--- src/hw/rtl/trimmed_mean_lowpass_filter_assert.svh ---
// Assertion macros for the trimmed mean low-pass filter.
`ifndef TRIMMED_MEAN_LOWPASS_FILTER_ASSERT_SVH
`define TRIMMED_MEAN_LOWPASS_FILTER_ASSERT_SVH

// Check cons in the same cycle as ante.
`define TMLPF_ASSERT_SAME(name, ante, cons) \
  name: assert property (@(posedge clk_i) disable iff (!rst_ni) (ante) |-> (cons)) \
    else $error("trimmed mean filter check failed");

// Check cons in the cycle after ante.
`define TMLPF_ASSERT_NEXT(name, ante, cons) \
  name: assert property (@(posedge clk_i) disable iff (!rst_ni) (ante) |=> (cons)) \
    else $error("trimmed mean filter check failed");

`endif

--- src/hw/rtl/tmlpf_pkg.sv ---
// Types and constants of the trimmed mean low-pass filter.
package tmlpf_pkg;

  localparam int unsigned SAMPLE_W = 12;
  localparam int unsigned CHAN_W   = 2;
  localparam int unsigned PCT_W    = 7;
  localparam int unsigned DIV_W    = 19;

  localparam logic [PCT_W-1:0] PERCENT_FULL = 7'd100;
  localparam int unsigned      TRIM         = 2;

  // floor(x / 100) == (x * PCT_RECIP) >> PCT_SHIFT for every x below 2**DIV_W
  localparam int unsigned            PCT_SHIFT   = 26;
  localparam int unsigned            PCT_RECIP_W = 20;
  localparam logic [PCT_RECIP_W-1:0] PCT_RECIP   = 20'd671089;

  localparam logic OP_STORE  = 1'b0;
  localparam logic OP_FILTER = 1'b1;

  localparam logic REG_SMOOTHING = 1'b0;

  typedef struct packed {
    logic                opcode;
    logic [CHAN_W-1:0]   channel;
    logic [SAMPLE_W-1:0] sample;
  } in_item_t;

  typedef struct packed {
    logic [CHAN_W-1:0]   out_channel;
    logic [SAMPLE_W-1:0] trimmed_mean;
    logic [SAMPLE_W-1:0] filtered_level;
  } out_item_t;

endpackage

--- src/hw/rtl/trimmed_mean_lowpass_filter.sv ---
// Trimmed mean and first-order low-pass filter over per-channel sample windows.
//
//   port group   dir   handshake            payload
//   in           in    in_valid/in_ready    in_item_i  (opcode, channel, sample)
//   out          out   out_valid/out_ready  out_item_o (out_channel, trimmed_mean, filtered_level)
//   apb          in    psel/penable/pready  paddr, pwdata, prdata (smoothing_percent)
//
// A store item writes the window memory at the channel's slot.
// A filter item reads its window through the single read port, then passes through the trim,
// mean, multiply, percent scaling and finish steps; finish waits until the output register is
// free, and the next item is accepted in the cycle after the result loads.
// Reset clears the window valid bits, slots, levels and sets the percent to 100.
// A finished result holds in the output register; a new result waits for it to drain.
`include "trimmed_mean_lowpass_filter_assert.svh"

module trimmed_mean_lowpass_filter #(
  parameter int unsigned WINDOW   = 8,
  parameter int unsigned CHANNELS = 4
) (
  input  logic                 clk_i,
  input  logic                 rst_ni,
  input  logic                 in_valid_i,
  output logic                 in_ready_o,
  input  tmlpf_pkg::in_item_t  in_item_i,
  output logic                 out_valid_o,
  input  logic                 out_ready_i,
  output tmlpf_pkg::out_item_t out_item_o,
  input  logic                 psel,
  input  logic                 penable,
  input  logic                 pwrite,
  input  logic [2:0]           paddr,
  input  logic [31:0]          pwdata,
  output logic [31:0]          prdata,
  output logic                 pready
);

  localparam int unsigned SW        = tmlpf_pkg::SAMPLE_W;
  localparam int unsigned PW        = tmlpf_pkg::PCT_W;
  localparam int unsigned DW        = tmlpf_pkg::DIV_W;
  localparam int unsigned RW        = tmlpf_pkg::PCT_RECIP_W;
  localparam int unsigned PrdW      = DW + RW;
  localparam int unsigned Depth     = CHANNELS * WINDOW;
  localparam int unsigned AddrW     = $clog2(Depth);
  localparam int unsigned SlotW     = $clog2(WINDOW);
  localparam int unsigned CntW      = $clog2(WINDOW + 1);
  localparam int unsigned ChIdxW    = (CHANNELS > 1) ? $clog2(CHANNELS) : 1;
  localparam int unsigned SumW      = $clog2(WINDOW) + SW;
  localparam int unsigned MeanDiv   = WINDOW - 2 * tmlpf_pkg::TRIM;
  localparam int unsigned MeanShift = SumW + $clog2(MeanDiv);
  localparam int unsigned MeanRecip = ((1 << MeanShift) + MeanDiv - 1) / MeanDiv;
  localparam int unsigned MeanPrdW  = SumW + MeanShift + 1;

  typedef enum logic [2:0] {
    ST_IDLE,
    ST_SCAN,
    ST_TRIM,
    ST_DIVM,
    ST_MUL,
    ST_DIVS,
    ST_FINISH
  } state_e;

  state_e                 state_q;
  logic [tmlpf_pkg::CHAN_W-1:0] ch_q;
  logic [CntW-1:0]        idx_q;
  logic                   acc_en_q;
  logic [SumW-1:0]        sum_q;
  logic [SW-1:0]          max1_q, max2_q, min1_q, min2_q;
  logic [DW-1:0]          quo_q;
  logic [SW-1:0]          mean_q;
  logic                   dn_q;
  logic [PW-1:0]          pct_q;
  logic                   out_valid_q;
  tmlpf_pkg::out_item_t   out_q;
  logic [SlotW-1:0]       slot_q [CHANNELS];
  logic [SW-1:0]          level_q [CHANNELS];
  logic [Depth-1:0]       win_vld_q;

  logic [SW-1:0]          win_mem [Depth];
  logic [SW-1:0]          rdata_q;
  logic                   rvld_q;

  logic                   in_fire;
  logic                   in_ch_ok;
  logic [ChIdxW-1:0]      in_ch_idx;
  logic [ChIdxW-1:0]      ch_idx;
  logic                   store_we;
  logic                   filter_go;
  logic [AddrW-1:0]       waddr;
  logic [AddrW-1:0]       raddr;
  logic                   rd_en;
  logic [SW-1:0]          smp;
  logic [SumW-1:0]        trim_sum;
  logic [MeanPrdW-1:0]    mean_prod;
  logic [PrdW-1:0]        pct_prod;
  logic [SW-1:0]          lvl_cur;
  logic [SW-1:0]          mean_cur;
  logic                   mul_lt;
  logic [SW-1:0]          diff;
  logic [PW-1:0]          pct_eff;
  logic [DW-1:0]          prod;
  logic [SW-1:0]          step;
  logic [SW-1:0]          lvl_new;
  logic                   out_free;
  logic                   out_load;
  logic                   cfg_we;

  assign in_ready_o  = (state_q == ST_IDLE);
  assign out_valid_o = out_valid_q;
  assign out_item_o  = out_q;
  assign pready      = 1'b1;
  assign prdata      = (paddr[2] == tmlpf_pkg::REG_SMOOTHING) ? 32'(pct_q) : 32'd0;
  assign cfg_we      = psel && penable && pwrite && pready &&
                       (paddr[2] == tmlpf_pkg::REG_SMOOTHING);

  always_comb begin
    in_fire   = in_valid_i && in_ready_o;
    in_ch_ok  = (32'(in_item_i.channel) < CHANNELS);
    in_ch_idx = ChIdxW'(in_item_i.channel);
    ch_idx    = ChIdxW'(ch_q);
    store_we  = in_fire && in_ch_ok && (in_item_i.opcode == tmlpf_pkg::OP_STORE);
    filter_go = in_fire && in_ch_ok && (in_item_i.opcode == tmlpf_pkg::OP_FILTER);
    waddr     = AddrW'(32'(in_ch_idx) * WINDOW + 32'(slot_q[in_ch_idx]));
    raddr     = AddrW'(32'(ch_idx) * WINDOW + 32'(idx_q[SlotW-1:0]));
    rd_en     = (state_q == ST_SCAN) && (idx_q != CntW'(WINDOW));
    smp       = rvld_q ? rdata_q : '0;

    trim_sum = sum_q - (SumW'(max1_q) + SumW'(max2_q) + SumW'(min1_q) + SumW'(min2_q));

    mean_prod = MeanPrdW'(quo_q[SumW-1:0]) * MeanPrdW'(MeanRecip);
    pct_prod  = PrdW'(quo_q) * PrdW'(tmlpf_pkg::PCT_RECIP);

    lvl_cur  = level_q[ch_idx];
    mean_cur = quo_q[SW-1:0];
    mul_lt   = (mean_cur < lvl_cur);
    diff     = mul_lt ? (lvl_cur - mean_cur) : (mean_cur - lvl_cur);
    pct_eff  = (pct_q > tmlpf_pkg::PERCENT_FULL) ? tmlpf_pkg::PERCENT_FULL : pct_q;
    prod     = DW'(diff) * DW'(pct_eff);

    step     = quo_q[SW-1:0];
    lvl_new  = dn_q ? (lvl_cur - step) : (lvl_cur + step);
    out_free = !out_valid_q || out_ready_i;
    out_load = (state_q == ST_FINISH) && out_free;
  end

  always_ff @(posedge clk_i) begin
    if (store_we) begin
      win_mem[waddr] <= in_item_i.sample;
    end
    if (rd_en) begin
      rdata_q <= win_mem[raddr];
      rvld_q  <= win_vld_q[raddr];
    end
  end

  always_ff @(posedge clk_i or negedge rst_ni) begin
    if (!rst_ni) begin
      state_q     <= ST_IDLE;
      ch_q        <= '0;
      idx_q       <= '0;
      acc_en_q    <= 1'b0;
      sum_q       <= '0;
      max1_q      <= '0;
      max2_q      <= '0;
      min1_q      <= '0;
      min2_q      <= '0;
      quo_q       <= '0;
      mean_q      <= '0;
      dn_q        <= 1'b0;
      pct_q       <= tmlpf_pkg::PERCENT_FULL;
      out_valid_q <= 1'b0;
      out_q       <= '0;
      win_vld_q   <= '0;
      for (int c = 0; c < CHANNELS; c++) begin
        slot_q[c]  <= '0;
        level_q[c] <= '0;
      end
    end else begin
      if (cfg_we) begin
        pct_q <= pwdata[PW-1:0];
      end
      if (out_load) begin
        out_valid_q <= 1'b1;
      end else if (out_valid_q && out_ready_i) begin
        out_valid_q <= 1'b0;
      end
      if (store_we) begin
        win_vld_q[waddr] <= 1'b1;
        slot_q[in_ch_idx] <= (slot_q[in_ch_idx] == SlotW'(WINDOW - 1)) ? '0 :
                             slot_q[in_ch_idx] + 1'b1;
      end
      case (state_q)
        ST_IDLE: begin
          if (filter_go) begin
            ch_q     <= in_item_i.channel;
            idx_q    <= '0;
            acc_en_q <= 1'b0;
            sum_q    <= '0;
            max1_q   <= '0;
            max2_q   <= '0;
            min1_q   <= '1;
            min2_q   <= '1;
            state_q  <= ST_SCAN;
          end
        end
        ST_SCAN: begin
          acc_en_q <= rd_en;
          if (rd_en) begin
            idx_q <= idx_q + 1'b1;
          end
          if (acc_en_q) begin
            sum_q <= sum_q + SumW'(smp);
            if (smp > max1_q) begin
              max1_q <= smp;
              max2_q <= max1_q;
            end else if (smp > max2_q) begin
              max2_q <= smp;
            end
            if (smp < min1_q) begin
              min1_q <= smp;
              min2_q <= min1_q;
            end else if (smp < min2_q) begin
              min2_q <= smp;
            end
            if (!rd_en) begin
              state_q <= ST_TRIM;
            end
          end
        end
        ST_TRIM: begin
          quo_q   <= DW'(trim_sum);
          state_q <= ST_DIVM;
        end
        ST_DIVM: begin
          quo_q   <= DW'(mean_prod[MeanShift +: SW]);
          state_q <= ST_MUL;
        end
        ST_MUL: begin
          mean_q  <= mean_cur;
          dn_q    <= mul_lt;
          quo_q   <= prod;
          state_q <= ST_DIVS;
        end
        ST_DIVS: begin
          quo_q   <= DW'(pct_prod[tmlpf_pkg::PCT_SHIFT +: SW]);
          state_q <= ST_FINISH;
        end
        ST_FINISH: begin
          if (out_free) begin
            level_q[ch_idx]      <= lvl_new;
            out_q.out_channel    <= ch_q;
            out_q.trimmed_mean   <= mean_q;
            out_q.filtered_level <= lvl_new;
            state_q              <= ST_IDLE;
          end
        end
        default: begin
          state_q <= ST_IDLE;
        end
      endcase
    end
  end

  `TMLPF_ASSERT_NEXT(a_filter_starts_scan, filter_go, (state_q == ST_SCAN) && (idx_q == '0))
  `TMLPF_ASSERT_NEXT(a_out_hold, out_valid_o && !out_ready_i, out_valid_o && $stable(out_item_o))
  `TMLPF_ASSERT_SAME(a_trim_order, state_q == ST_TRIM, (max1_q >= max2_q) && (min1_q <= min2_q) && (min2_q <= max2_q))

endmodule

--- config.mk ---
export PLATFORM = sky130hd
export DESIGN_NAME = trimmed_mean_lowpass_filter
export DESIGN_NICKNAME = d
export VERILOG_FILES = /design/src/hw/rtl/tmlpf_pkg.sv /design/src/hw/rtl/trimmed_mean_lowpass_filter.sv
export VERILOG_INCLUDE_DIRS = /design/src /design/src/hw/rtl
export SDC_FILE = /design/constraint.sdc
export NUM_CORES = 2
export LEC_CHECK = 0
export BUFFER_PORTS_ARGS = -buffer_cell sky130_fd_sc_hd__buf_2
export CAP_MARGIN = 20
export CORE_ASPECT_RATIO = 2
export CORE_MARGIN = 3
export CORE_UTILIZATION = 57
export DETAILED_ROUTE_END_ITERATION = 6
export PLACE_DENSITY = 0.89
export SYNTH_ARGS = -nofsm -noshare
export SYNTH_HDL_FRONTEND = slang
export SYNTH_SLANG_ARGS = --single-unit
--- constraint.sdc ---
create_clock -name clk_i -period 7.9 [get_ports clk_i]
set_input_delay 0.79 -clock clk_i [delete_from_list [all_inputs] [get_ports clk_i]]
set_output_delay 0.79 -clock clk_i [all_outputs]
set_load 0.03 [all_outputs]
==> flow_summary.yaml <==
global_route:
  grt_pass1_wl_mm: 164
  grt.overflow.total: 0
  grt_antenna_before_repair: 1
  grt_use_total_pct: 30.9
  grt_max_degree: 156
  grt_pass1_vias: 28200
sta:
  fin_setup_tns_ns: 0
  finalHoldViolations: 0
  fin_crit_ns: 7.56
  rsz0062_at_grt: "false"
  finalSetupViolCount: 0
  relSlewSlack_pct: 27.4
  fin_crit_sh_pct: 95.7
  worst_pin_slew_ns: 1.09
  report.final.slew_viol_count: 0
  fin_skew_ns: 0.0209
  holdWs_ns: 0.135
  fmax_ghz: 0.132
critical_path:
  timing.rr.end: "quo_q[17]$_DFFE_PN0P_"
  critPathTopFamily: "adder cells"
  timing.rr.start: "ch_idx[0]$_DFFE_PN0P_"
  cp.required_ns: 8.37
  ff2ff_setup_slack_ns: 0.34
  setup.worst_path.start: "ch_idx[0]$_DFFE_PN0P_"
  crit_path_top_delay_cell: "fa_1"
  cp_slowest_stage_delay_ns: 0.60
  path_buf_inv: 5
  arrival_ns: 8.03
  worstRegToRegCells: 29
  endpoint_kind: "flip-flop"
  critical_path_class: "reg2reg"
  crit_path_start_kind: "flip-flop"
  cpMostUsedCell: "fa_1"
  crit_fanout: 9
synth:
  synth_top_cell_by_area: "edfxtp_1"
  async_reset_ff_share_pct: 36.8
  synth_edf_count: 397
  synth_top_area_share_pct: 31.1
  synth_cells: 3021
  ys_seq_elements: 628
  seq_area_frac_synth_pct: 46.2
  syn-cell-area_um2: 38300
  yosys_warnings: 0
  synth_area_per_cell_um2: 12.7
  synthTopCellsByArea: "edfxtp_1 31%, dfrtp_1 15%, fa_1 11%, ha_1 10%, mux4_2 8.5%"
  ys_types: 77
  synth_flop_cell: "edfxtp_1"
finish:
  drive_gt1_share_pct: 16.7
  area_delta_synth_final_pct: 10.0
  finalNetCount: 3752
  num-fill-cells: 4784
drt:
  ant_nets: 0
  met2_length_mm: 57.3
  first_pass_iters: 7
  drc: 0
  wire_per_inst_um: 26.3
  vias_per_cell: 6.23
  wl_mm: 107
  route.vias.total: 25500
  drt_iter0_markers: 1807
  drt-met1-wl_mm: 31.3
  top_layer_used: "met4"
  wl_met3_mm: 5.46
min_path:
  hold_class: "in2async"
floorplan:
  fp-row-count: 133
  die_w_um: 189
  ioPinCount: 118
  die_h_um: 373
  core_um2: 66200
  die_area_um2: 70600
  floorplan.initialDensity_pct: 57.9
clocking:
  clkLatencyLatePin_ns: 0.62
  max-clock-path-buffers: 3
  cts.clk_slew.worst_paths_ns: 0.08
  cts_buffers: 51
  cts.sinks: 628
  root_buffer: "clkbuf_16"
  cts_hold_buf: 0
  cts_tree: "yes"
  h-tree-depth: 2
run_status:
  status: "finished, final reports clean"
place:
  portBuffers: 64
  gp_congestion: 0.978
  dpl.hpwl_mm: 78.6
flow_run:
  drv_cap: 0
[state kept, by name (all words and copies together) (netlist names), 15 cells and up]
name / flops
out_item_o: 26
quo_q: 19
win_mem: 384
sum_q: 15
win_vld_q: 32
level_q: 48
[per-layer routing]
layer	global-route usage, %	vias to the layer above
li1	-	10900
met2	56.4	1312
met4	29.2	0
met1	28.5	12700
met5	0	-
met3	4.50	610
[synth_stat cells, types with 6 or more instances]
cell / count
nand2_1: 239
o21ai_0: 110
a21o_1: 42
nor2b_1: 19
nor3b_1: 6
nor3_1: 54
and2_1: 15
inv_1: 395
mux2_2: 47
xor2_1: 28
edfxtp_1: 397
nor4_1: 8
mux4_2: 144
a31oi_1: 10
mux2i_1: 35
or2_2: 43
and3_1: 18
ha_1: 314
nand2b_1: 21
a21oi_1: 82
fa_1: 215
o21bai_1: 12
or4_1: 7
o2bb2ai_1: 13
xnor2_1: 39
dfrtp_1: 228
or3_1: 17
nand3_1: 47
o31ai_1: 10
o22ai_1: 13
nor2_1: 140
buf_4: 26
clkbuf_1: 64
a211oi_1: 29
a21boi_0: 6
a221oi_1: 11
buf_1: 18
nand3b_1: 7
nand4_1: 13
buf_2: 9
o21a_1: 6
[worst register-to-register path, delay by kind of cell (launching register included)]
family,cells,cell delay (ns)
buffers and inverters,5,0.58
and+or+nand+nor,2,0.30
DFF,1,0.47
AOI/OAI and AO/OA,11,2.09
muxes,2,0.58
adders and majority gates,7,3.08
xor gates and xnor gates,2,0.33
[cell type report]
cell class / count / area [µm²] / area share [%]
inverter: 400 / 1500 / 3.56
tap: 877 / 1100 / 2.60
antenna: 1 / 2.50 / 0.00593
clock buffer: 62 / 1360 / 3.22
timing repair buffer: 187 / 1300 / 3.07
multi-input combinational: 1898 / 18700 / 44.3
clock inverter: 33 / 524 / 1.24
sequential: 628 / 17700 / 42.0
[what timing repair did]
action	in CTS	in global routing
buffers inserted	0	1
endpoints found under the setup margin	0	7
gates resized for setup	0	10
[layout by cell type (no fill, tap or decap), drive strengths merged, types with 26 or more instances in the layout]
master / n
clkbuf: 63
mux2i: 35
dfrtp: 228
buf: 186
o21ai: 112
ha: 314
a21o: 42
inv: 400
nand2: 239
xor2: 28
a21oi: 83
nor2: 140
xnor2: 39
conb: 26
or2: 44
fa: 215
mux2: 47
mux4: 144
nor3: 56
a211oi: 29
nand3: 47
edfxtp: 397
[kinds of logic after synthesis]
family	synth area share, %
other	0.0196
buffers and inverters	5.40
and+or+nand+nor	8.11
AOI/OAI and AO/OA	6.53
xor gates and xnor gates	1.53
DFF	46.2
adders and majority gates	21.5
muxes	10.8
[metrics by stage]
| step | worst slack, ns | cell area, µm² | util, % | instances |
|---|---|---|---|---|
| 6_report | 0.343 | 42200 | 63.7 | 4086 |
| 5_1_grt | 0.0424 | 42200 | 63.7 | 4085 |
| 4_1_cts | 0.130 | 42100 | 63.6 | 4082 |
| 3_5_place_dp | 0.139 | 40200 | 60.7 | 3987 |
| 3_3_place_gp | 0.261 | 40200 | 60.7 | 3985 |
| 2_1_floorplan | 0.151 | 38400 | - | 3045 |
[worst max path at each step]
| stage | to | slack, ns | depth (start not counted) |
|---|---|---|---|
| after global placement | quo_q[16]$_DFFE_PN0P_ | 0.26 | 29 |
| after CTS | quo_q[17]$_DFFE_PN0P_ | 0.13 | 29 |
| final | quo_q[17]$_DFFE_PN0P_ | 0.34 | 29 |
| after floorplan | quo_q[17]$_DFFE_PN0P_ | 0.15 | 32 |
| after detailed placement | quo_q[17]$_DFFE_PN0P_ | 0.14 | 29 |
| after global routing | quo_q[17]$_DFFE_PN0P_ | 0.04 | 32 |
Power is not shown: default switching activity piles up to over one toggle a cycle in this logic, so the estimate is an artifact.
